## config.mk

```make
export PLATFORM = sky130hd
export DESIGN_NAME = keyword_token_scanner
export DESIGN_NICKNAME = d
export VERILOG_FILES = /design/src/hw/rtl/kts_pkg.sv /design/src/hw/rtl/kts_result_queue.sv /design/src/hw/rtl/keyword_token_scanner.sv
export SDC_FILE = /design/constraint.sdc
export NUM_CORES = 2
export LEC_CHECK = 0
export BUFFER_PORTS_ARGS = -buffer_cell sky130_fd_sc_hd__buf_2
export CORE_ASPECT_RATIO = 0.7
export CORE_UTILIZATION = 63
export CTS_BUF_LIST = sky130_fd_sc_hd__clkbuf_2
export DETAILED_ROUTE_END_ITERATION = 7
export GPL_TIMING_DRIVEN = 0
export PLACE_DENSITY = 0.82
export SETUP_SLACK_MARGIN = 0.1
export SYNTH_ARGS = -nofsm -noshare
export SYNTH_HDL_FRONTEND = slang
export SYNTH_SLANG_ARGS = --single-unit
export TNS_END_PERCENT = 100
```

## constraint.sdc

```tcl
create_clock -name clk -period 6.6 [get_ports clk]
set_clock_uncertainty 0.1 [all_clocks]
set_input_delay 0.99 -clock clk [delete_from_list [all_inputs] [get_ports clk]]
set_output_delay 0.99 -clock clk [all_outputs]
set_load 0.05 [all_outputs]
```

## src/hw/rtl/kts_pkg.sv

```systemverilog
// Shared types, token codes and keyword table for the keyword token scanner.
`timescale 1ns / 1ps

package kts_pkg;

  localparam int MAX_NAME_CHARS_DEF = 32;
  localparam int NAME_BYTES         = 32;
  localparam int KW_COUNT           = 11;

  localparam logic [7:0] CODE_END     = 8'd128;
  localparam logic [7:0] CODE_IDENT   = 8'd129;
  localparam logic [7:0] CODE_NUMBER  = 8'd130;
  localparam logic [7:0] CODE_KW_BASE = 8'd131;

  localparam logic [7:0] CH_NUL   = 8'h00;
  localparam logic [7:0] CH_NL    = 8'h0a;
  localparam logic [7:0] CH_SPACE = 8'h20;
  localparam logic [7:0] CH_ZERO  = 8'h30;
  localparam logic [7:0] CH_NINE  = 8'h39;
  localparam logic [7:0] CH_UPA   = 8'h41;
  localparam logic [7:0] CH_UPZ   = 8'h5a;
  localparam logic [7:0] CH_US    = 8'h5f;
  localparam logic [7:0] CH_LOA   = 8'h61;
  localparam logic [7:0] CH_LOZ   = 8'h7a;

  // Keyword text, first character in the low byte, zero padded to six bytes.
  localparam logic [47:0] KW_TEXT [KW_COUNT] = '{
    48'h000000726176,  // var
    48'h0000636e7566,  // func
    48'h000064696f76,  // void
    48'h000072616863,  // char
    48'h000000746e69,  // int
    48'h746375727473,  // struct
    48'h6e7275746572,  // return
    48'h000000006669,  // if
    48'h000065736c65,  // else
    48'h00656c696877,  // while
    48'h000074736163   // cast
  };
  localparam logic [5:0] KW_LEN [KW_COUNT] = '{
    6'd3, 6'd4, 6'd4, 6'd4, 6'd3, 6'd6, 6'd6, 6'd2, 6'd4, 6'd5, 6'd4
  };

  typedef struct packed {
    logic [7:0] source_byte;
    logic       end_of_input;
  } kts_in_t;

  typedef struct packed {
    logic [7:0]  token_code;
    logic [31:0] number_value;
    logic [5:0]  name_length;
    logic [63:0] name_bytes_low;
    logic [63:0] name_bytes_second;
    logic [63:0] name_bytes_third;
    logic [63:0] name_bytes_high;
    logic [31:0] line_count;
    logic        last_of_run;
  } kts_out_t;

  // Tokens handed to the result queue in one cycle.
  typedef struct packed {
    logic [1:0] num;
    kts_out_t   tok0;
    kts_out_t   tok1;
  } kts_push_t;

  // Match a zero-padded name against the keyword table.
  function automatic logic [7:0] kw_lookup(input logic [47:0] text, input logic [5:0] len);
    logic [7:0] code;
    code = CODE_IDENT;
    for (int i = KW_COUNT - 1; i >= 0; i--) begin
      if (len == KW_LEN[i] && text == KW_TEXT[i]) begin
        code = CODE_KW_BASE + 8'(i);
      end
    end
    return code;
  endfunction

endpackage

```

## src/hw/rtl/kts_result_queue.sv

```systemverilog
// Three-entry result queue; the head entry drives the output channel.
`timescale 1ns / 1ps

module kts_result_queue
  import kts_pkg::*;
(
  input  logic      clk,
  input  logic      rst_n,
  input  kts_push_t push,
  output logic      room,
  output logic      out_valid,
  input  logic      out_stall,
  output kts_out_t  out_data
);

  kts_out_t   q_r [3];
  kts_out_t   q_nxt [3];
  logic [1:0] cnt_r, cnt_nxt;
  logic       pop;
  logic [1:0] base;

  assign out_valid = (cnt_r != 2'd0);
  assign out_data  = q_r[0];
  assign pop       = out_valid && !out_stall;
  // Room for two tokens regardless of what the head does this cycle.
  assign room      = (cnt_r <= 2'd1);
  assign base      = cnt_r - {1'b0, pop};

  always_comb begin
    q_nxt[0] = pop ? q_r[1] : q_r[0];
    q_nxt[1] = pop ? q_r[2] : q_r[1];
    q_nxt[2] = q_r[2];
    for (int i = 0; i < 3; i++) begin
      if (push.num != 2'd0 && base == 2'(i)) begin
        q_nxt[i] = push.tok0;
      end
      if (push.num == 2'd2 && base + 2'd1 == 2'(i)) begin
        q_nxt[i] = push.tok1;
      end
    end
    cnt_nxt = base + push.num;
  end

  always_ff @(posedge clk) begin
    if (!rst_n) begin
      cnt_r <= 2'd0;
    end else begin
      cnt_r <= cnt_nxt;
    end
  end

  always_ff @(posedge clk) begin
    for (int i = 0; i < 3; i++) begin
      q_r[i] <= q_nxt[i];
    end
  end

endmodule

```

## src/hw/rtl/keyword_token_scanner.sv

```systemverilog
// Top level of the keyword token scanner: input register, scan step, result queue.
`timescale 1ns / 1ps

// Streaming lexer. Each input request carries one source byte and an end
// flag; each output request carries one token with its code, number value,
// kept name characters and the line count at the time it was made.
// Both channels use valid/stall: a request moves on a rising edge with valid
// high and stall low.
// A byte accepted into the input register is scanned there, and its tokens
// are written into the result queue, whose head is offered on the output;
// the scan step waits while the queue lacks room. One byte is accepted per
// cycle unless the input stalls; a byte that both closes a name or number
// and forms a token of its own yields two tokens, which leave one per cycle
// while the output does not stall, and the input stalls while the
// three-entry result queue cannot take two more.
// The scan state (mode, name store, digit accumulator, line counter) sits
// in registers updated by the single scan step; names compare against all
// keywords at once.
// Reset (synchronous, active low) empties the input register and result
// queue, returns to idle and zeroes the line counter and accumulators.
// An output stall holds the head token; the queue fills, and once it holds
// two tokens the input register holds its byte and in_stall rises.

module keyword_token_scanner
  import kts_pkg::*;
#(
  parameter int MAX_NAME_CHARS = MAX_NAME_CHARS_DEF
) (
  input  logic     clk,
  input  logic     rst_n,
  input  logic     in_valid,
  output logic     in_stall,
  input  kts_in_t  in_data,
  output logic     out_valid,
  input  logic     out_stall,
  output kts_out_t out_data
);

  // Clamp the kept-name length to what the output fields can carry.
  localparam int NameDepth = (MAX_NAME_CHARS > NAME_BYTES) ? NAME_BYTES :
                             ((MAX_NAME_CHARS < 1) ? 1 : MAX_NAME_CHARS);
  localparam int IdxW      = (NameDepth > 1) ? $clog2(NameDepth) : 1;
  localparam logic [5:0] NameLimit = 6'(NameDepth);

  localparam logic [1:0] MODE_IDLE   = 2'd0;
  localparam logic [1:0] MODE_NAME   = 2'd1;
  localparam logic [1:0] MODE_NUMBER = 2'd2;

  // Input register
  logic    item_vld_r;
  kts_in_t item_r;
  logic    fire;
  logic    room;
  logic    accept;

  // Scan state
  logic [1:0]  mode_r, mode_nxt;
  logic [7:0]  store_r [NameDepth];
  logic [5:0]  count_r, count_nxt;
  logic [31:0] acc_r, acc_nxt;
  logic [31:0] lines_r, lines_nxt;
  logic        store_wr;
  logic [IdxW-1:0] store_idx;

  logic [7:0]   name_byte [NAME_BYTES];
  logic [255:0] name_vec;

  kts_push_t push;

  assign accept   = in_valid && !in_stall;
  assign fire     = item_vld_r && room;
  assign in_stall = item_vld_r && !room;

  always_ff @(posedge clk) begin
    if (!rst_n) begin
      item_vld_r <= 1'b0;
    end else if (accept) begin
      item_vld_r <= 1'b1;
    end else if (fire) begin
      item_vld_r <= 1'b0;
    end
  end

  always_ff @(posedge clk) begin
    if (accept) begin
      item_r <= in_data;
    end
  end

  // Kept name characters, zero past the count.
  for (genvar i = 0; i < NAME_BYTES; i++) begin : g_name
    if (i < NameDepth) begin : g_kept
      assign name_byte[i] = (count_r > 6'(i)) ? store_r[i] : 8'h00;
    end else begin : g_pad
      assign name_byte[i] = 8'h00;
    end
    assign name_vec[i*8 +: 8] = name_byte[i];
  end

  // Scan step
  always_comb begin
    logic [7:0] c;
    logic       eoi;
    logic       is_dig, is_alp, is_spc, name_ch;
    logic       flush, char_tok;
    kts_out_t   flush_t, char_t;

    c       = item_r.source_byte;
    eoi     = item_r.end_of_input;
    is_dig  = c inside {[CH_ZERO:CH_NINE]};
    is_alp  = c inside {[CH_LOA:CH_LOZ], [CH_UPA:CH_UPZ]};
    is_spc  = (c == CH_SPACE) || (c inside {[8'h09:8'h0d]});
    name_ch = is_alp || is_dig || (c == CH_US);

    mode_nxt  = mode_r;
    count_nxt = count_r;
    acc_nxt   = acc_r;
    lines_nxt = lines_r;
    store_wr  = 1'b0;
    store_idx = count_r[IdxW-1:0];
    flush     = 1'b0;
    char_tok  = 1'b0;

    flush_t            = '0;
    flush_t.line_count = lines_r;
    char_t             = '0;
    char_t.line_count  = lines_r;

    case (mode_r)
      MODE_NAME: begin
        if (!eoi && name_ch) begin
          // extend the name; drop characters past the limit
          if (count_r < NameLimit) begin
            store_wr  = 1'b1;
            count_nxt = count_r + 6'd1;
          end
        end else begin
          flush                     = 1'b1;
          flush_t.token_code        = kw_lookup(name_vec[47:0], count_r);
          flush_t.name_length       = count_r;
          flush_t.name_bytes_low    = name_vec[63:0];
          flush_t.name_bytes_second = name_vec[127:64];
          flush_t.name_bytes_third  = name_vec[191:128];
          flush_t.name_bytes_high   = name_vec[255:192];
        end
      end
      MODE_NUMBER: begin
        if (!eoi && is_dig) begin
          acc_nxt = {acc_r[28:0], 3'b000} + {acc_r[30:0], 1'b0} + {28'd0, c[3:0]};
        end else begin
          flush                = 1'b1;
          flush_t.token_code   = CODE_NUMBER;
          flush_t.number_value = acc_r;
        end
      end
      default: begin
        flush = 1'b0;
      end
    endcase

    // Scan the byte in its own right when no name or number absorbed it.
    if (flush || !(mode_r == MODE_NAME || mode_r == MODE_NUMBER)) begin
      mode_nxt = MODE_IDLE;
      if (eoi || c == CH_NUL || c[7]) begin
        char_tok          = 1'b1;
        char_t.token_code = CODE_END;
      end else if (is_spc) begin
        if (c == CH_NL) begin
          lines_nxt = lines_r + 32'd1;
        end
      end else if (is_dig) begin
        mode_nxt = MODE_NUMBER;
        acc_nxt  = {28'd0, c[3:0]};
      end else if (is_alp || c == CH_US) begin
        mode_nxt  = MODE_NAME;
        store_wr  = 1'b1;
        store_idx = '0;
        count_nxt = 6'd1;
      end else begin
        char_tok          = 1'b1;
        char_t.token_code = c;
      end
    end

    char_t.last_of_run  = 1'b1;
    flush_t.last_of_run = !char_tok;

    push.num  = 2'(flush) + 2'(char_tok);
    push.tok0 = flush ? flush_t : char_t;
    push.tok1 = char_t;
    if (!fire) begin
      push.num = 2'd0;
    end
  end

  always_ff @(posedge clk) begin
    if (!rst_n) begin
      mode_r  <= MODE_IDLE;
      count_r <= 6'd0;
      acc_r   <= 32'd0;
      lines_r <= 32'd0;
    end else if (fire) begin
      mode_r  <= mode_nxt;
      count_r <= count_nxt;
      acc_r   <= acc_nxt;
      lines_r <= lines_nxt;
    end
  end

  always_ff @(posedge clk) begin
    if (fire && store_wr) begin
      store_r[store_idx] <= item_r.source_byte;
    end
  end

  kts_result_queue u_queue (
    .clk       (clk),
    .rst_n     (rst_n),
    .push      (push),
    .room      (room),
    .out_valid (out_valid),
    .out_stall (out_stall),
    .out_data  (out_data)
  );

endmodule

```

==> results.txt <==
status = complete, but fails checks
failing checks = design-rule violations
VDD IR max = 516.0 µV
1st-pass router iterations = 8
clock buffer count from CTS = 319
CP max stage cell = clkbuf_1
pin count of the biggest net entering global routing = 40
IO Count = 350
EDFF count, synth = 385
Mapped Area = 58770 µm²
crit-path max cell delay = 1.03 ns
multi-input logic area = 23530 µm²
Rel. slew slack = 4.895%
Power Total = 28.44 mW
cell family with most CP delay = buffers and inverters
Post-Route Utilization = 71.42%
post-synth top area share = 32.70%
Setup WS pre-CTS = -0.3544 ns
die height = 257.5 µm
Max Slew Vio Count = 0
Post-Layout Cell Count = 8698
Inst Count DP = 8109
DP Area = 62710 µm²
Initial Utilization = 63.77%
clk_lat worst skew = 1.65 ns
routed vias = 52749
sequential cell area = 30780 µm²
final wirelength = 182.3 mm
Syn Inst Count = 6497
final net count = 7307
CTS H-tree depth = 5
minimum clock period = 6.430 ns
gpl congestion = 0.9637
Final WS setup = 0.1699 ns
clock sinks = 1345
DPL Wire Length = 129.0 mm
initial antenna violation count = 9
Max FO, Critical Path = 15
first-pass GRT wire length = 274.6 mm
CTS tree = done
most frequent cells after synthesis = 1694 x nand2_1, 960 x dfxtp_1, 559 x and3_1, 548 x a211oi_1, 453 x clkbuf_1
Remaining DRCs = 1
Pwr Density = 432.0 nW/µm²
Port Buffers = 349
Final ANT Viol Nets = 0
Slew @ Worst Pin = 1.427 ns
GRT Overall Usage = 37.08%
vias in the first global route = 47939
P_leak = 25.34 nW
num rows = 93
Yosys cell types = 89
share of layout cells above drive strength 1 = 17.75%
synth warn = 0
post-synth top area cell = dfxtp_1
crit path DAT = 7.61 ns
reg-to-reg setup timing slack = 0.17 ns
synthesis-to-finish area growth = 12.01%
RSZ-0062 raised after global routing = no
Fin. Hold Viols = 0
Synth Flop Type = dfxtp_1
clock root buffer = clkbuf_2
fillers = 7167
Worst path depth = 13
reg2reg path depth = 13
top post-synthesis cells by area = dfxtp_1 33%, edfxtp_1 20%, nand2_1 11%, a211oi_1 7.0%, and3_1 6.0%
max cap viols = 0
worst flop-to-flop path endpoint = u_queue.q_r[0][359]
Worst-path clk slew = 0.11 ns
Critical Path End Type = flip-flop
Synth Net Count = 6582
CP Class = reg -> reg
HP Class = in -> reg
WP buf/inv = 5
Worst Setup SP = u_queue.cnt_r[1]
worst r2r src = u_queue.cnt_r[1]
Synth Area per Inst = 9.045 µm²
CP Cell Sequence = or2_2 > nand2b_1 > clkbuf_1 > inv_2 > clkbuf_1 > ha_1 > nor2_1 > o21ai_1 > clkbuf_1 > nand2_1 > clkbuf_1 > nand2_1 > nand2_1
Starting DRT DRC Count = 7062
fin crit share = 97.43%
count leader, synth = nand2_1
core area = 92160 µm²
Finished Cell Area = 65820 µm²
worst setup path endpoint = u_queue.q_r[0][359]
drt wl/cell = 20.96 µm
DIE WIDTH = 367.0 µm
Synth async-reset ratio = 0%
gr ovfl total = 0
Max clock buf depth = 4
Setup crit start kind = flip-flop
most used cell, CP = clkbuf_1
register bit total from synthesis = 1345
die area = 94530 µm²
vias per cell = 6.064
post-synthesis sequential area ratio = 52.37%
Setup Viol. Count Final = 0
Worst Path Required = 7.78 ns
Fmax achieved = 0.1555 GHz
-- kinds of logic (layout without fill, tap and decap cells) --
kind of cell / Yosys count / after routing / synth area share (%)
simple gates: 2974 / 2974 / 23.65
flops: 1345 / 1345 / 52.37
compound gates: 1195 / 1195 / 13.89
buf+inv: 857 / 1818 / 7.707
fa+ha+maj: 72 / 72 / 1.558
xor+xnor: 49 / 49 / 0.7303
mux: 5 / 5 / 0.08517
other cells: 0 / 5 / 0
-- worst reg2reg max path, cell delays in order (launching register included) --
cell      delay, ns
dfxtp_1        0.36
or2_2          0.36
nand2b_1       0.09
clkbuf_1       1.03
inv_2          0.62
clkbuf_1       0.45
ha_1           0.52
nor2_1         0.13
o21ai_1        0.65
clkbuf_1       0.67
nand2_1        0.52
clkbuf_1       0.42
nand2_1        0.17
nand2_1        0.07
-- repair_timing --
| action | in CTS | in global routing |
|---|---|---|
| resized for setup | 1 | 0 |
| hold buffers | 20 | 0 |
| endpoints found under the hold margin | 52 | 0 |
| buffers inserted | 0 | 6 |
| setup endpoints to repair | 120 | 144 |
-- metrics by stage --
stage	setup TNS, ns	hold WS, ns
floorplan	0	0.3264
global placement	-1370.18	0.3363
detailed placement	-46.63	0.3430
CTS	0	0.04392
global route	0	0.1902
finish	0	0.1975
-- how the worst min path moves through the flow --
stage / slack, ns / depth (start not counted) / to / start
CTS: 0.04 / 3 / item_vld_r / in_valid
floorplan: 0.33 / 1 / u_queue.q_r[0][964] / u_queue.q_r[0][964]
global placement: 0.34 / 1 / u_queue.q_r[0][964] / u_queue.q_r[0][964]
detailed placement: 0.34 / 1 / u_queue.q_r[0][964] / u_queue.q_r[0][964]
finish: 0.20 / 3 / item_vld_r / in_valid
global route: 0.19 / 3 / item_vld_r / in_valid
-- cell type report --
cell class / instances / area share (%)
diodes: 5 / 0.01901
plain buffers: 827 / 6.714
clock buffers: 496 / 3.771
clock inverters: 61 / 0.5094
inverters: 28 / 0.1597
multi-input cells: 4295 / 35.75
flip-flops and latches: 1345 / 46.76
well taps: 1235 / 2.348
repair buffers: 406 / 3.973
-- per-layer routing --
layer	up-vias	global-route usage (%)	share of wire (%)
met3	421	9.092	12
met2	3342	52.61	42
met5	-	0	0.0066
met1	24856	53.97	42
li1	24128	-	-
met4	2	15.56	3.4
-- where the power goes --
part	leakage [nW]	internal [mW]	switching, mW	total [mW]
registers	11.4	10.4	1.01	11.4
logic	11.7	4.18	7.34	11.5
clock network	2.22	2.12	3.36	5.48
-- flip-flops by register name, indices dropped and copies added, names as in the netlist --
signal and flops:
acc_r 32, u_queue.cnt_r 2, count_r 6, store_r 256, mode_r 2, lines_r 32
item_r 9, u_queue.q_r 1005, item_vld_r 1
-- placed cells by master (no fill, tap or decap), drive strengths merged, types with 9 or more instances in the layout --
| cell type | n |
|---|---|
| nand4 | 21 |
| xnor2 | 31 |
| dlygate4sd3 | 20 |
| nor2b | 31 |
| nor2 | 136 |
| a22oi | 14 |
| buf | 759 |
| o21ai | 336 |
| and3 | 559 |
| nand2b | 16 |
| a211oi | 549 |
| nor4 | 27 |
| a21o | 13 |
| inv | 32 |
| and2 | 64 |
| edfxtp | 385 |
| a32o | 13 |
| xor2 | 18 |
| nand3 | 318 |
| a31oi | 51 |
| dfxtp | 960 |
| ha | 70 |
| a22o | 18 |
| or3 | 20 |
| o211ai | 9 |
| clkbuf | 950 |
| clkinv | 53 |
| a21boi | 12 |
| o21a | 11 |
| a21oi | 115 |
| nand2 | 1694 |
| nor3 | 37 |
No activity file was read; power rests on OpenSTA's default activity.
